<file path="config.mk">
export PLATFORM = sky130hd
export DESIGN_NAME = swm_cell
export DESIGN_NICKNAME = d
export VERILOG_FILES = /design/src/design/swm_pkg.sv /design/src/design/swm_cell.sv
export SDC_FILE = /design/constraint.sdc
export NUM_CORES = 1
export LEC_CHECK = 0
export BUFFER_PORTS_ARGS = -buffer_cell sky130_fd_sc_hd__buf_2
export CAP_MARGIN = 20
export CORE_ASPECT_RATIO = 1.5
export CORE_MARGIN = 4
export CORE_UTILIZATION = 45
export DETAILED_ROUTE_END_ITERATION = 8
export HOLD_SLACK_MARGIN = 0.12
export PLACE_DENSITY_LB_ADDON = 0.05
export SETUP_SLACK_MARGIN = 0.1
export SYNTH_ARGS = -nofsm -noshare
export SYNTH_HDL_FRONTEND = slang
export SYNTH_SLANG_ARGS = --single-unit
</file>
<file path="constraint.sdc">
create_clock -name clk_i -period 5.95 [get_ports clk_i]
set_clock_uncertainty 0.15 [all_clocks]
set_input_delay 0.2975 -clock clk_i [delete_from_list [all_inputs] [get_ports clk_i]]
set_output_delay 0.2975 -clock clk_i [all_outputs]
set_load 0.1 [all_outputs]
</file>
<file path="src/design/swm_pkg.sv">
package swm_pkg;

  // Fixed field widths
  localparam int SAMPLE_W = 32;
  localparam int RESULT_W = 33;
  localparam int WS_W     = 6;

  // Default window capacity
  localparam int WINDOW_MAX_DEF = 32;

  // Register port
  localparam int PADDR_W = 3;
  localparam int PDATA_W = 32;

  // Register index codes (paddr bit 2 selects the register)
  localparam logic REG_WINDOW_SIZE = 1'b0;

  localparam logic [WS_W-1:0] WS_RESET = WS_W'(1);

  // Entry view that one cell shows its neighbors
  typedef struct packed {
    logic signed [SAMPLE_W-1:0] val;
    logic                       valid;
    logic                       gt;
  } nb_t;

  // Broadcast control for the whole cell row
  typedef struct packed {
    logic                       upd;
    logic                       clear;
    logic                       full;
    logic                       flush;
    logic signed [SAMPLE_W-1:0] sample;
  } ctrl_t;

endpackage

</file>
<file path="src/design/swm_cell.sv">
module swm_cell #(
  parameter int AGE_W = 5
) (
  input  logic                 clk_i,
  input  logic                 rst_ni,
  input  swm_pkg::ctrl_t       ctrl_i,
  input  logic [AGE_W-1:0]     k_m1_i,
  input  swm_pkg::nb_t         left_i,
  input  logic [AGE_W-1:0]     left_age_i,
  input  swm_pkg::nb_t         right_i,
  input  logic [AGE_W-1:0]     right_age_i,
  input  logic                 del_i,
  output logic                 del_o,
  output swm_pkg::nb_t         nb_o,
  output logic [AGE_W-1:0]     age_o
);

  logic signed [swm_pkg::SAMPLE_W-1:0] val_q, val_d;
  logic [AGE_W-1:0]                    age_q, age_d;
  logic                                valid_q, valid_d;
  logic                                eff_valid, del_here;
  swm_pkg::nb_t                        cur, prv;
  logic [AGE_W-1:0]                    cur_age, prv_age;

  // Own entry as seen by neighbors; a new sequence hides all old entries
  assign eff_valid = valid_q & ~ctrl_i.clear;
  assign nb_o.val   = val_q;
  assign nb_o.valid = eff_valid;
  assign nb_o.gt    = ~eff_valid | (val_q > ctrl_i.sample);
  assign age_o      = age_q;

  // Oldest entry leaves the window once it is full
  assign del_here = ctrl_i.full & eff_valid & (age_q == k_m1_i);
  assign del_o    = del_i | del_here;

  // Entries after the removed one close up by one place
  assign cur     = del_o ? right_i : nb_o;
  assign cur_age = del_o ? right_age_i : age_q;
  assign prv     = del_i ? nb_o : left_i;
  assign prv_age = del_i ? age_q : left_age_i;

  // Take left entry, the new sample, or keep the compacted entry
  always_comb begin
    if (prv.gt) begin
      val_d   = prv.val;
      valid_d = prv.valid;
      age_d   = prv_age + AGE_W'(1);
    end else if (cur.gt) begin
      val_d   = ctrl_i.sample;
      valid_d = 1'b1;
      age_d   = '0;
    end else begin
      val_d   = cur.val;
      valid_d = cur.valid;
      age_d   = cur_age + AGE_W'(1);
    end
  end

  always_ff @(posedge clk_i or negedge rst_ni) begin
    if (!rst_ni) begin
      valid_q <= 1'b0;
    end else if (ctrl_i.flush) begin
      valid_q <= 1'b0;
    end else if (ctrl_i.upd) begin
      valid_q <= valid_d;
    end
  end

  always_ff @(posedge clk_i) begin
    if (ctrl_i.upd) begin
      val_q <= val_d;
      age_q <= age_d;
    end
  end

endmodule

</file>
==> out/qor.yml, run 1 <==
detailed_routing:
  postRouteAntennaNets: 0
  dr.pass1.iters: 4
  drt_iter0_drc: 184
  vias: 3434
  wl_per_cell_um: 15.63
  drc: 0
  wl_um: 10020
  vias_per_cell: 5.357
power_and_ir_drop:
  pwr_density_cell_nw_per_um2: 204.1
  swShare_pct: 37.39
  pwr-share-clk_pct: 27.2
  switching_power_w: 0.0003483
  power.internal_w: 0.0005831
  vdd_drop_max_uv: 160.6
  pwr-share-comb_pct: 37.4
  power.total_w: 0.0009314
  p_leak_nw: 2.173
  seqPwrFrac_pct: 35.4
global_routing:
  grt_overflow: 0
  grt_max_degree: 70
  grt_pass1_wl_um: 15320
  grt_antenna_before_repair: 0
  grt_pass1_vias: 3245
  grt_use_total_pct: 20.76
clocking:
  htreeDepth: 2
  cts_tree: "done"
  clock_latency_ns: 0.28
  post_cts_buffers: 0
  cts_made_buffers: 5
  cts-root-buf: "clkbuf_16"
  cts_buffer_depth: 2
  path_clk_slew_ns: 0.06
  cts_sinks: 38
timing:
  final_max_slew_viol_count: 0
  finalCriticalPeriod_ns: 3.506
  rsz0062_at_grt: "false"
  setup_viol: 0
  hold_viol_final: 0
  tightest_slew_ns: 0.8583
  max_freq_ghz: 0.2852
  tns_ns: 0
  slew_headroom_pct: 42.64
  fin_crit_sh_pct: 58.92
  worst_hold_slack_ns: 0.1789
floorplanning:
  dieHeight_um: 116.3
  die_x_um: 80.22
  ioPinCount: 162
  dieArea_sq_um: 9332
  rows: 39
  start_util_pct: 46.25
  core_sq_um: 7612
worst_setup_path:
  endpoint: "nb_o[0]"
  arrival_ns: 3.06
  crit_path_end_kind: "output pin"
  ff2ff_path_depth: 10
  path_max_fanout: 13
  cp-startpoint: "val_q[31]"
  reg2reg_to: "val_q[17]"
  cp-start-kind: "flip-flop"
  reg2reg_from: "val_q[31]"
  r2r_slack_ns: 2.46
  worstPathRequired_ns: 5.50
  worstSetupPathType: "flip-flop to output pin"
layout:
  fin_area_sq_um: 4564
  area_growth_pct: 29.64
  fin_util_pct: 59.96
  diodes: 0
  drive_gt1_share_pct: 34.32
  finish.net_count: 694
logic_synthesis:
  ys_top_cells_by_count: "nand2_1, inv_1, edfxtp_1, ha_1, o22ai_1"
  synth.area.top_cells: "edfxtp_1, ha_1, mux2i_1"
  syn_avg_cell_area_sq_um: 9.121
  synth.distinct_cells: 44
  synth-seq-cells: 38
  synth_top_flop_cell: "edfxtp_1"
  syn-cell-area_sq_um: 3521
  yosysMostFrequentCell: "nand2_1"
  ys_warn_count: 0
  syn_nets: 542
  yosysSeqAreaShare_pct: 32.27
  synth_edf_count: 37
  yosys.area.top_type_share_pct: 31.56
  async_flop_share_pct: 2.632
  synth_area_leader_cell: "edfxtp_1"
  synth_cells: 386
place:
  globalplace.congestion: 0.8935
  placed_cell_area_sq_um: 4387
  portBuffers: 161
  hpwl_um: 7749
run:
  drv_cap: 0
run_status:
  status: "completed"
min_path:
  hold_path_class: "primary input to asynchronous set/reset pin"
-- worst min-delay path by stage --
| stage | end | cells after the start |
|---|---|---|
| after floorplan | valid_q | 0 |
| after global placement | valid_q | 1 |
| after detailed placement | valid_q | 1 |
| after CTS | valid_q | 2 |
| after global routing | val_q[5] | 2 |
| final | valid_q | 2 |
-- critical path, stage by stage, from the launching register on --
cell and delay (ns):
edfxtp_1 0.41, ha_1 0.45, nand4_2 0.19, nor4_1 0.47, inv_1 0.12, a32oi_2 0.27, o41ai_4 0.15, inv_2 0.24
buf_2 0.48
-- stage by stage --
stage                     cells  setup WS (ns)
final                       641          2.444
after global routing        641          2.186
after CTS                   640          2.476
after detailed placement    630          2.480
after global placement      630          2.592
after floorplan             386          1.820
-- cell families after synthesis --
group                      after synthesis  synth area share (%)
adders and majority gates               34                 12.08
AOI/OAI and AO/OA                      108                 22.42
xor gates and xnor gates                12                 2.985
muxes                                   34                 10.27
buffers and inverters                   62                 6.965
DFF                                     38                 32.27
and+or+nand+nor                         98                 13.01
-- power by group through the flow --
stage / Clock (W) / Sequential, W / Combinational, W
floorplan: 0 / 0.000443 / 0.000146
global placement: 0 / 0.000335 / 0.000345
detailed placement: 0 / 0.000336 / 0.000346
CTS: 0.000258 / 0.000330 / 0.000348
global route: 0.000271 / 0.000332 / 0.000377
finish: 0.000253 / 0.000330 / 0.000348
-- flip-flops by register name, indices dropped and copies added (netlist names) --
| name | cells |
|---|---|
| age_o | 5 |
| val_q | 32 |
| valid_q | 1 |
-- layout make-up --
class | instances | area, sq um
Timing Repair Buffer | 167 | 868.3
Clock buffer | 6 | 128.9
Inverter | 40 | 150.1
Fill cell | 726 | 3048
Sequential cell | 38 | 1136
Clock inverter | 2 | 8.758
Multi-Input combinational cell | 286 | 2145
Tap cell | 102 | 127.6
-- cell usage in the layout (no fill, tap or decap), types with 2 or more instances in the layout --
| master | Yosys | final |
|---|---|---|
| or3_1 | 2 | 2 |
| o21ai_0 | 16 | 16 |
| nor3_1 | 11 | 11 |
| o21ai_1 | 3 | 3 |
| nor2b_1 | 4 | 4 |
| nand2b_1 | 4 | 4 |
| a221o_1 | 9 | 9 |
| clkbuf_16 | 0 | 5 |
| xor2_1 | 8 | 8 |
| inv_1 | 38 | 38 |
| ha_1 | 34 | 34 |
| o31a_1 | 24 | 24 |
| buf_2 | 1 | 161 |
| a21o_1 | 2 | 2 |
| nor4_1 | 2 | 2 |
| a21oi_1 | 13 | 13 |
| dlygate4sd3_1 | 0 | 2 |
| buf_4 | 3 | 3 |
| edfxtp_1 | 37 | 37 |
| inv_2 | 2 | 2 |
| nand4_1 | 6 | 6 |
| o22ai_1 | 29 | 29 |
| nor2_1 | 8 | 8 |
| xnor2_1 | 4 | 4 |
| nand2_1 | 53 | 53 |
| mux2i_1 | 28 | 28 |
| and3_1 | 4 | 4 |
| a211oi_1 | 3 | 3 |
| mux2_2 | 4 | 4 |
-- metal layers --
metal	vias up	part of all wire [%]	GRT usage [%]
met3	12	6.7	3.549
met2	125	49	36.28
met5	-	0	0
met4	0	1.5	5.975
li1	1752	-	-
met1	1545	43	26.15
-- what timing repair did --
| action | CTS | global route |
|---|---|---|
| setup endpoints to repair | 0 | 0 |
| gates resized for setup | 0 | 0 |
| hold buffers | 2 | 0 |
| hold endpoints to repair | 2 | 0 |
(Power assumes the default switching activity.)
==> run 2, diff against run 1 <==
--- a/config.mk
+++ b/config.mk
@@ -9,7 +9,7 @@
 export CAP_MARGIN = 20
 export CORE_ASPECT_RATIO = 1.5
 export CORE_MARGIN = 4
-export CORE_UTILIZATION = 45
+export CORE_UTILIZATION = 43
 export DETAILED_ROUTE_END_ITERATION = 8
 export HOLD_SLACK_MARGIN = 0.12
 export PLACE_DENSITY_LB_ADDON = 0.05
==> constraint.sdc (replaced) <==
create_clock -name clk_i -period 3 [get_ports clk_i]
set_clock_uncertainty 0.15 [all_clocks]
set_input_delay 0.15 -clock clk_i [delete_from_list [all_inputs] [get_ports clk_i]]
set_output_delay 0.15 -clock clk_i [all_outputs]
set_load 0.1 [all_outputs]
==> run 2 against run 1 <==
The run now ends with negative setup slack left. First-iteration DRC count is 1.6% higher. Wire length is 14% higher. Die area is 4.3% higher. Clock-buffer cell count is 1 higher.
==> out/qor.yml, run 2 (synthesized netlist as in run 1, its figures left out) <==
floorplanning:
  die_x_um: 81.89  # was 80.22 um
  start_util_pct: 43.97  # was 46.25%
  rows: 40  # was 39
  core_sq_um: 8008  # was 7612 sq um
  ioPinCount: 162  # unchanged
  dieArea_sq_um: 9730  # was 9332 sq um
  dieHeight_um: 118.8  # was 116.3 um
run:
  drv_cap: 0  # unchanged
detailed_routing:
  postRouteAntennaNets: 0  # unchanged
  drc: 0  # unchanged
  wl_met3_um: 821  # was 673 um
  highest_layer: "met4"  # unchanged
  wl_met2_um: 6020  # was 4885 um
  wirelength_met1_um: 4440  # was 4308 um
  wl_per_cell_um: 16.81  # was 15.63 um
  vias: 3723  # was 3434
  drt_iter0_drc: 187  # was 184
  wl_um: 11450  # was 10020 um
  vias_per_cell: 5.467  # was 5.357
  dr.pass1.iters: 4  # unchanged
timing:
  final_max_slew_viol_count: 0  # unchanged
  max_freq_ghz: 0.3297
  hold_viol_final: 0  # unchanged
  tightest_slew_ns: 0.6379  # was 0.8583 ns
  finalCriticalPeriod_ns: 3.033
  setup_ws_ns: -0.03283  # was 2.444 ns
  tns_ns: -0.7532  # was 0 ns
  fin_crit_sh_pct: 101.1
  rsz0062_at_grt: "true"  # was false
  worst_hold_slack_ns: 0.1295  # was 0.1789 ns
  setup_viol: 32  # was 0
  slew_headroom_pct: 57.47  # was 42.64%
global_routing:
  grt_use_total_pct: 21.86  # was 20.76%
  grt_max_degree: 41  # was 70
  grt_antenna_before_repair: 0  # unchanged
  grt_pass1_wl_um: 16900  # was 15320 um
  grt_pass1_vias: 3653  # was 3245
  grt_overflow: 0  # unchanged
worst_setup_path:
  cp_slowest_stage_delay_ns: 0.39  # was 0.48 ns
  cp_cell_sequence: "ha_1 -> nand4_1 -> buf_4 -> nor2_1 -> a31oi_1 -> a32oi_2 -> o41ai_4 -> inv_2 -> or3_4 -> o211a_4 -> buf_12"  # was ha_1 -> nand4_2 -> nor4_1 -> inv_1 -> a32oi_2 -> o41ai_4 -> inv_2 -> buf_2
  cp_slowest_cell: "edfxtp_1"  # was buf_2
  cp-start-kind: "flip-flop"  # unchanged
  crit_path_end_kind: "flip-flop"  # was output pin
  arrival_ns: 2.92  # was 3.06 ns
  r2r_slack_ns: -0.03  # was 2.46 ns
  worstSetupPathType: "flip-flop to flip-flop"  # was flip-flop to output pin
  path_max_fanout: 18  # was 13
  reg2reg_to: "val_q[0]"  # was val_q[17]
  worstPathRequired_ns: 2.89  # was 5.50 ns
  ff2ff_path_depth: 11  # was 10
  reg2reg_from: "val_q[13]"  # was val_q[31]
place:
  dpl.cell_count: 646  # was 630
  placed_cell_area_sq_um: 4619  # was 4387 sq um
  globalplace.congestion: 0.8646  # was 0.8935
  hpwl_um: 8276  # was 7749 um
  portBuffers: 161  # unchanged
  pre_cts_slack_ns: -0.008953  # was 2.480 ns
layout:
  multiInputGateArea_sq_um: 2410  # was 2145 sq um
  diodes: 0  # unchanged
  seq_area_sq_um: 1136  # unchanged
  final_common_cell: "buf_2"  # unchanged
  fin_area_sq_um: 5315  # was 4564 sq um
  layout_common_cells: "buf_2, nand2_1, inv_1"  # unchanged
  fillers: 712  # was 726
  finish.net_count: 731  # was 694
  drive_gt1_share_pct: 41.84  # was 34.32%
  largest_register_ffs: 32  # unchanged
  final_cells: 681  # was 641
  area_growth_pct: 50.96  # was 29.64%
  largest-register: "val_q"  # unchanged
clocking:
  cts_made_buffers: 5  # unchanged
  cts_tree: "done"  # unchanged
  path_clk_slew_ns: 0.06  # about the same
  htreeDepth: 2  # unchanged
  cts-root-buf: "clkbuf_16"  # unchanged
  cts_sinks: 38  # unchanged
  cts_buffer_depth: 2  # unchanged
  clock_latency_ns: 0.28  # about the same
min_path:
  hold_path_class: "primary input to flip-flop"  # was primary input to asynchronous set/reset pin
  holdPathStages: 4
  hold_start: "left_i[8]"
  hold_path_end: "val_q[6]"
power_and_ir_drop:
  pwr-share-clk_pct: 29.0  # was 27.2%
  power.internal_w: 0.001309  # was 0.0005831 W
  seqPwrFrac_pct: 32.1  # was 35.4%
  vdd_drop_max_uv: 313.0  # was 160.6 uV
  swShare_pct: 35.96  # was 37.39%
  p_leak_nw: 2.449  # was 2.173 nW
  switching_power_w: 0.0007353  # was 0.0003483 W
  pwr_density_cell_nw_per_um2: 384.7  # was 204.1 nW/um^2
  pwr-share-comb_pct: 38.9  # was 37.4%
run_status:
  status: "finished, violations left"  # was completed
  violations: "negative setup slack"
## run 2: cell types whose count changed in the layout (fill, tap and decap cells not counted), moves of 3 or more
cell	delta
o22ai_1	-18
o22ai_2	+17
buf_4	+14
dlygate4sd3_1	+13
ha_1	-6
ha_4	+6
buf_12	+5
clkbuf_16	+3
## run 2: stage by stage
stage	power [W]	util [%]
2_1_floorplan	0.001180	-
3_3_place_gp	0.001381	57.69
3_5_place_dp	0.001390	57.69
4_1_cts	0.002011	62.39
5_1_grt	0.002138	66.38
6_report	0.002045	66.38
## run 2: layout make-up
cell class,count,area share (%)
well taps,105,2.472
clock buffers,7,2.495
clock inverters,1,0.5650
repair buffers,204,24.67
inverters,40,3.084
multi-input cells,286,45.34
flip-flops and latches,38,21.37
## run 2: worst max path at each step
| stage | start | endpoint |
|---|---|---|
| after floorplan | val_q[13] | val_q[0] |
| after CTS | val_q[26] | val_q[4] |
| after global placement | val_q[12] | val_q[27] |
| final | val_q[13] | val_q[0] |
| after global routing | val_q[13] | val_q[6] |
| after detailed placement | val_q[13] | val_q[11] |
## run 2: power groups by stage
stage               sequential [W]  combinational, W  clock [W]
finish                    0.000655          0.000795   0.000594
CTS                       0.000655          0.000755   0.000602
floorplan                 0.000878          0.000302          0
detailed placement        0.000665          0.000724          0
global route              0.000660          0.000857   0.000621
global placement          0.000664          0.000717          0
## run 2: critical path, delay by kind of cell, from the launching register on
family,cells,cell delay (ns)
AOI/OAI and AO/OA,4,0.93
adders and majority gates,1,0.34
DFF,1,0.39
and+or+nand+nor,3,0.54
buffers and inverters,3,0.43
## run 2: timing repair
action,4_1_cts,5_1_grt
hold buffers,15,0
gates resized for setup,8,33
setup endpoints to repair,64,70
pin swaps,6,19
cloned,0,5
setup buffers,3,5
hold endpoints to repair,16,0
## run 2: layer usage
metal  track usage (%)  up-vias
li1                  -     1829
met1             27.92     1723
met2             38.21      153
met3             3.782       18
met4             3.950        0
met5                 0        -
==> run 3, diff against run 2 <==
--- a/config.mk
+++ b/config.mk
@@ -12,6 +12,7 @@
 export CORE_UTILIZATION = 43
 export DETAILED_ROUTE_END_ITERATION = 8
 export HOLD_SLACK_MARGIN = 0.12
+export MAX_ROUTING_LAYER = met4
 export PLACE_DENSITY_LB_ADDON = 0.05
 export SETUP_SLACK_MARGIN = 0.1
 export SYNTH_ARGS = -nofsm -noshare
==> run 3 against run 2 <==
The flow still finishes with violations (negative setup slack). Clock power is essentially flat. Via count shrank 0.91%. Power is essentially flat. Register-to-register slack is essentially flat. Cell area is the same. Combinational power is essentially flat. Sequential power is essentially flat. Largest cell class unchanged. Worst setup slack lost 0.0072 ns. Clock-buffer cell count is the same. Non-clock buffer count is the same. First-iteration DRC count grew 4.3%. Maximum frequency shrank 0.24%.
==> out/qor.yml, run 3 (synthesized netlist as in run 1, its figures left out) <==
detailed_routing:
  vias_per_cell: 5.417  # was 5.467
  drc: 0  # unchanged
  drt_iter0_drc: 195  # was 187
  dr.pass1.iters: 4  # unchanged
  wl_um: 11460  # was 11450 um
  postRouteAntennaNets: 0  # unchanged
  vias: 3689  # was 3723
  wl_per_cell_um: 16.83  # was 16.81 um
timing:
  slew_headroom_pct: 57.52  # was 57.47%
  setup_viol: 32  # unchanged
  finalCriticalPeriod_ns: 3.040  # was 3.033 ns
  fin_crit_sh_pct: 101.3  # was 101.1%
  worst_hold_slack_ns: 0.1302  # was 0.1295 ns
  final_max_slew_viol_count: 0  # unchanged
  tns_ns: -0.8967  # was -0.7532 ns
  tightest_slew_ns: 0.6372  # was 0.6379 ns
  hold_viol_final: 0  # unchanged
  rsz0062_at_grt: "true"  # unchanged
  setup_ws_ns: -0.04005  # was -0.03283 ns
  max_freq_ghz: 0.3289  # was 0.3297 GHz
worst_setup_path:
  reg2reg_from: "val_q[13]"  # unchanged
  reg2reg_to: "val_q[8]"  # was val_q[0]
  path_max_fanout: 18  # unchanged
  r2r_slack_ns: -0.04  # was -0.03 ns
  cp_cell_sequence: "ha_1 -> nand4_1 -> buf_4 -> nor2_1 -> a31oi_1 -> a32oi_2 -> o41ai_4 -> inv_2 -> or3_4 -> o211a_4 -> buf_12"  # unchanged
  cp-startpoint: "val_q[13]"  # unchanged
  cp_slowest_cell: "edfxtp_1"  # unchanged
  worstPathRequired_ns: 2.88  # was 2.89 ns
  worstSetupPathType: "flip-flop to flip-flop"  # unchanged
  ff2ff_path_depth: 11  # unchanged
  crit_path_end_kind: "flip-flop"  # unchanged
  cp_slowest_stage_delay_ns: 0.39  # about the same
  cp-start-kind: "flip-flop"  # unchanged
  endpoint: "val_q[8]"  # was val_q[0]
  arrival_ns: 2.92  # about the same
run_status:
  violations: "negative setup slack"  # unchanged
  status: "finished, violations left"  # unchanged
global_routing:
  grt_pass1_wl_um: 16910  # was 16900 um
  grt_overflow: 0  # unchanged
  grt_pass1_vias: 3653  # unchanged
  grt_max_degree: 41  # unchanged
  grt_antenna_before_repair: 0  # unchanged
  grt_use_total_pct: 22.45  # was 21.86%
place:
  hpwl_um: 8276  # unchanged
  globalplace.congestion: 0.8786  # was 0.8646
  portBuffers: 161  # unchanged
layout:
  fin_util_pct: 66.38  # unchanged
  area_growth_pct: 50.96  # unchanged
  drive_gt1_share_pct: 41.84  # unchanged
  largest-register: "val_q"  # unchanged
  diodes: 0  # unchanged
  final_common_cell: "buf_2"  # unchanged
  layout_common_cells: "buf_2, nand2_1, inv_1"  # unchanged
  largest_register_ffs: 32  # unchanged
  finish.net_count: 731  # unchanged
clocking:
  path_clk_slew_ns: 0.06  # about the same
  cts_made_buffers: 5  # unchanged
  clock_latency_ns: 0.28  # about the same
  htreeDepth: 2  # unchanged
  cts_sinks: 38  # unchanged
  cts_tree: "done"  # unchanged
  cts-root-buf: "clkbuf_16"  # unchanged
  cts_buffer_depth: 2  # unchanged
floorplanning:
  die_x_um: 81.89  # unchanged
  dieArea_sq_um: 9730  # unchanged
  core_sq_um: 8008  # unchanged
  start_util_pct: 43.97  # unchanged
  rows: 40  # unchanged
  dieHeight_um: 118.8  # unchanged
  ioPinCount: 162  # unchanged
power_and_ir_drop:
  pwr_density_cell_nw_per_um2: 385.0  # was 384.7 nW/um^2
  vdd_drop_max_uv: 314.2  # was 313.0 uV
  power.total_w: 0.002046  # was 0.002045 W
  p_leak_nw: 2.449  # unchanged
run:
  drv_cap: 0  # unchanged
min_path:
  hold_path_class: "primary input to flip-flop"  # unchanged
[run 3: cell counts in the layout (fill, tap and decap cells not counted)]
No cell type changed its count.
[run 3: critical path, delay by kind of cell (launching register included)]
| kind | cells | cell delay, ns |
|---|---|---|
| simple gates | 3 | 0.54 |
| fa+ha+maj | 1 | 0.34 |
| flops | 1 | 0.39 |
| buf+inv | 3 | 0.43 |
| compound gates | 4 | 0.93 |
[run 3: timing repair]
item / CTS / global route
pin swaps: 6 / 19
endpoints found under the hold margin: 16 / 0
resized for setup: 8 / 33
cloned: 0 / 5
buffers inserted: 3 / 5
hold buffers: 15 / 0
endpoints found under the setup margin: 64 / 70
[run 3: layout make-up]
cell class	instances	area [sq um]
flip-flops and latches	38	1136
clock buffers	7	132.6
fillers	712	2693
multi-input cells	286	2410
clock inverters	1	30.03
repair buffers	204	1311
inverters	40	163.9
well taps	105	131.4
[run 3: how the worst min path moves through the flow]
stage	from	end	slack, ns	depth (start not counted)
finish	left_i[8]	val_q[6]	0.13	4
global route	left_i[14]	val_q[12]	0.15	4
CTS	left_i[8]	val_q[6]	0.13	4
detailed placement	rst_ni	valid_q	-0.22	1
global placement	rst_ni	valid_q	-0.22	1
floorplan	rst_ni	valid_q	-0.30	0
[run 3: metal layers]
metal / wire length, um / vias up / track usage [%]
met5: 0 / - / -
met4: 108 / 0 / 3.950
met3: 737 / 10 / 2.799
met2: 6027 / 129 / 38.21
met1: 4584 / 1717 / 28.54
li1: - / 1833 / -
[run 3: stage by stage]
stage	instance area [sq um]	worst slack (ns)	cells
after floorplan	3608	-0.5358	386
after global placement	4619	0.04855	646
after detailed placement	4619	-0.008953	646
after CTS	4996	0.06490	672
after global routing	5315	-0.1074	681
final	5315	-0.04005	681
[run 3: report_power, final]
| part | internal, W | leakage (nW) | switching, W |
|---|---|---|---|
| registers | 0.000628 | 0.375 | 0.0000279 |
| clock network | 0.000393 | 0.0781 | 0.000202 |
| logic | 0.000289 | 2.00 | 0.000507 |
